## src/hw/rtl/okset_pkg.sv

```systemverilog
package okset_pkg;

   // operation codes on req_opcode
   localparam logic [2:0] OP_INSERT = 3'd0;
   localparam logic [2:0] OP_DELETE = 3'd1;
   localparam logic [2:0] OP_EXISTS = 3'd2;
   localparam logic [2:0] OP_NEXT   = 3'd3;
   localparam logic [2:0] OP_PREV   = 3'd4;

   // result status codes
   localparam logic [1:0] STAT_OK   = 2'd0;
   localparam logic [1:0] STAT_NONE = 2'd1;
   localparam logic [1:0] STAT_FULL = 2'd2;

   // control broadcast from the sequencer to every cell
   typedef struct packed {
      logic compare_en;
      logic insert_en;
      logic delete_en;
      logic want_next;
      logic want_prev;
   } okset_ctrl_type;

endpackage

```

## src/hw/rtl/okset_cell.sv

```systemverilog
module okset_cell
   import okset_pkg::*;
(
   input  logic                clock,
   input  logic                reset,
   input  okset_ctrl_type      ctrl,
   input  logic signed [31:0]  query_key,
   input  logic signed [31:0]  left_key,
   input  logic                left_valid,
   input  logic                left_lt,
   input  logic                left_gt,
   input  logic signed [31:0]  right_key,
   input  logic                right_valid,
   input  logic                right_lt,
   output logic signed [31:0]  key,
   output logic                valid,
   output logic                lt,
   output logic                eq,
   output logic                gt,
   output logic                pick,
   output logic signed [31:0]  pick_key
);

   logic signed [31:0] key_ff, key_in;
   logic               valid_ff, valid_in;
   logic               lt_ff, lt_in;
   logic               eq_ff, eq_in;
   logic               gt_ff, gt_in;
   logic               next_sel, prev_sel;

   // compare the held key against the query
   always_comb begin
      lt_in = lt_ff;
      eq_in = eq_ff;
      gt_in = gt_ff;
      if (ctrl.compare_en) begin
         lt_in = valid_ff && (key_ff < query_key);
         eq_in = valid_ff && (key_ff == query_key);
         gt_in = valid_ff && (key_ff > query_key);
      end
   end

   // shift up on insert, down on delete; keys below the query stay put
   always_comb begin
      key_in   = key_ff;
      valid_in = valid_ff;
      if (ctrl.insert_en && !lt_ff) begin
         if (left_lt) begin
            key_in   = query_key;
            valid_in = 1'b1;
         end else begin
            key_in   = left_key;
            valid_in = left_valid;
         end
      end else if (ctrl.delete_en && !lt_ff) begin
         key_in   = right_key;
         valid_in = right_valid;
      end
   end

   always_ff @(posedge clock) begin
      if (reset) begin
         key_ff   <= '0;
         valid_ff <= 1'b0;
      end else begin
         key_ff   <= key_in;
         valid_ff <= valid_in;
      end
      lt_ff <= lt_in;
      eq_ff <= eq_in;
      gt_ff <= gt_in;
   end

   // first key above the query, last key below it
   assign next_sel = gt_ff && !left_gt;
   assign prev_sel = lt_ff && !right_lt;

   assign pick     = (ctrl.want_next && next_sel) || (ctrl.want_prev && prev_sel);
   assign pick_key = pick ? key_ff : '0;

   assign key   = key_ff;
   assign valid = valid_ff;
   assign lt    = lt_ff;
   assign eq    = eq_ff;
   assign gt    = gt_ff;

endmodule

```

## config.mk

```make
export PLATFORM = sky130hd
export DESIGN_NAME = okset_cell
export DESIGN_NICKNAME = d
export VERILOG_FILES = /design/src/hw/rtl/okset_pkg.sv /design/src/hw/rtl/okset_cell.sv
export SDC_FILE = /design/constraint.sdc
export NUM_CORES = 1
export LEC_CHECK = 0
export BUFFER_PORTS_ARGS = -buffer_cell sky130_fd_sc_hd__clkbuf_2
export CORE_MARGIN = 5
export CORE_UTILIZATION = 38
export DETAILED_ROUTE_END_ITERATION = 16
export GPL_TIMING_DRIVEN = 0
export PLACE_DENSITY_LB_ADDON = 0.25
export SLEW_MARGIN = 20
export SYNTH_ARGS = -nofsm -noshare
export SYNTH_HDL_FRONTEND = slang
export SYNTH_SLANG_ARGS = --single-unit
```

## constraint.sdc

```tcl
create_clock -name clock -period 4.51 [get_ports clock]
set_input_delay 0.451 -clock clock [delete_from_list [all_inputs] [get_ports clock]]
set_output_delay 0.451 -clock clock [all_outputs]
set_load 0.01 [all_outputs]
```

==> results.py <==
metrics = {
    "outcome": {
        "status": "completed",
    },
    "final_layout": {
        "drive_above_1_share": 0.340,
        "area_growth_pct": 37.2,
        "layout_common_cells": "clkbuf_2, nor2_1, a21oi_1, mux2i_1",
        "fin_nets": 700,
        "layout_commonest_cell": "clkbuf_2",
        "n_antenna_cell": 0,
        "nFillCells": 774,
    },
    "global_route": {
        "grt_antenna_before_repair": 0,
        "overflow": 0,
        "grt_pass1_wl_um": 16200,
        "grt_max_degree": 11,
        "grt_pass1_vias": 3398,
        "grt_usage": 0.204,
    },
    "pwr": {
        "peakVddDrop_mv": 0.115,
        "leakagePower_nw": 2.22,
        "power_density_nw_per_um2": 234,
    },
    "setup_path": {
        "endpoint_kind": "output pin",
        "cp_cell_sequence": "nand2_1, o21ai_1, clkbuf_1, and2_1, clkbuf_2",
        "cp-start-kind": "register",
        "required_ns": 4.06,
        "crit_slowest_cell": "o21ai_1",
        "critPathMaxStageDelay_ns": 0.58,
        "arrival_ns": 1.97,
        "critical_path_class": "register to output pin",
        "worstPathMaxFanout": 10,
        "reg2reg_depth": 7,
    },
    "sta": {
        "maxSlewViolCount": 0,
        "fmax_ghz": 0.414,
        "fin_tns_setup_ns": 0,
        "rsz0062_at_grt": "false",
        "finalSetupViolations": 0,
        "slew_headroom": 0.505,
        "tightest_slew_ns": 0.738,
        "fin_skew_ns": 0.00558,
        "fin_crit_ns": 2.42,
        "timing.final.crit_share": 0.536,
        "holdWs_ns": 0.412,
        "hold_viol_final": 0,
    },
    "yosys": {
        "synth-compound-area-share": 0.205,
        "synth_cell_type_count": 33,
        "synthAdderAreaFrac": 0.137,
        "yosys_register_bits": 36,
        "avgSynthCellArea_um2": 7.73,
        "yosysWarningCount": 0,
        "synth_simple_gate_area_frac": 0.208,
        "synth-async-reset-ratio": 0,
        "yosys.area.top_type": "dfxtp_1",
        "synth_top_family_by_area": "simple AND/OR/NAND/NOR gates",
        "synth.area.mux_share": 0.116,
        "ys.flop_type": "dfxtp_1",
        "synth_edf_count": 3,
        "synth_top_area_frac": 0.226,
        "syn-cell-area_um2": 2930,
        "synth_xor_area_frac": 0,
        "yosys-top-cells-area": "dfxtp_1, ha_1, mux2i_1, nor2_1, a211oi_1",
        "syn-instance-count": 379,
        "synth_nets": 519,
        "yosysSeqAreaShare": 0.256,
    },
    "cts": {
        "tritoncts": "yes",
        "insertion_delay_ns": 0.28,
        "ctsHoldBuffers": 0,
        "cts.sinks": 36,
        "cts_inserted_buffers": 5,
        "postCtsSetupBuffers": 0,
        "cts_buffer_depth": 2,
        "cts.repair.resized": 0,
        "htreeDepth": 2,
        "cts_root_buf": "clkbuf_8",
        "clkTransAtPathRegs_ns": 0.07,
    },
    "placement": {
        "portBuffers": 174,
        "hpwl_um": 8160,
        "gp_congestion": 0.794,
    },
    "floorplan": {
        "die_width_um": 97.8,
        "start_util": 0.385,
        "ioPinCount": 177,
        "dieHeight_um": 97.8,
        "dieArea_um2": 9560,
        "core_um2": 7610,
        "rows": 32,
    },
    "detailed_routing": {
        "dr.pass1.iters": 4,
        "vias": 3261,
        "antenna_left": 0,
        "drt_iter0_markers": 100,
        "drcViolationCount": 0,
        "wl_per_cell_um": 15.0,
        "viasPerCell": 4.92,
        "routed_wl_um": 9930,
    },
    "hold_path": {
        "hold_class": "input pin to register",
        "holdPathStages": 1,
    },
    "job": {
        "cap_violations": 0,
    },
}
critical path: cells and delay by family (launching register included):
family          cells  cell delay (ns)
simple gates        2             0.24
buf+inv             2             0.49
compound gates      1             0.58
flops               1             0.36
area by class of cell:
cell class	instances	area [um2]	area share
inverters	33	124	0.0308
well taps	102	128	0.0318
repair buffers	174	871	0.217
flip-flops and latches	36	751	0.187
multi-input cells	285	1950	0.486
clock buffers	8	90.1	0.0224
plain buffers	25	101	0.0252
metrics by stage:
stage	instance area [um2]	util	total power (W)	setup slack, ns	cells
3_3_place_gp	3930	0.516	0.000706	1.86	655
4_1_cts	4020	0.528	0.000953	2.08	663
2_1_floorplan	2930	-	0.000570	2.44	379
3_5_place_dp	3930	0.516	0.000712	2.05	655
6_report	4020	0.528	0.000942	2.09	663
5_1_grt	4020	0.528	0.00101	1.97	663
flip-flops by register name (all words and copies together), names as in the netlist:
| name | count |
|---|---|
| eq | 1 |
| key | 32 |
| gt | 1 |
| valid | 1 |
| lt | 1 |
path summary, 6_finish.rpt:
path | startpoint | to | slack (ns)
setup / recovery | gt | pick_key[12] | 2.09
setup reg to reg | key[7] | lt | 2.31
hold / removal | ctrl[4] | eq | 0.41
hold reg to reg | key[13] | key[13] | 0.55
power by group:
part	switching, W	internal (W)	leakage [nW]
sequential	0.0000293	0.000350	0.304
combinational	0.000180	0.000144	1.87
clock	0.000114	0.000125	0.0455
total	0.000323	0.000619	2.22
cells by family (layout without fill, tap and decap cells):
group	count (synthesis)	in the layout
and+or+nand+nor	128	128
AOI/OAI and AO/OA	91	91
buffers and inverters	58	240
DFF	36	36
muxes	34	34
adders and majority gates	32	32
routing by layer:
| metal | track usage | part of all wire |
|---|---|---|
| met1 | 0.242 | 0.41 |
| met2 | 0.369 | 0.50 |
| met3 | 0.0629 | 0.086 |
| met4 | 0.0298 | 0.0083 |
| met5 | 0 | 0 |
synthesized netlist by cell type, types with 2 or more instances:
cell      number
nand4_1        3
nor2b_1        2
mux2i_1       34
a211oi_1      33
a21oi_1       40
nand3_1        5
dfxtp_1       33
nor2_1        70
clkbuf_1      12
buf_1          7
nand2_1        8
and2_1        32
a21oi_2        2
edfxtp_1       3
buf_2          6
a221o_1        2
a21o_1         4
and4_1         4
inv_1         33
o21ai_0        2
ha_1          32
(Power assumes the default switching activity.)
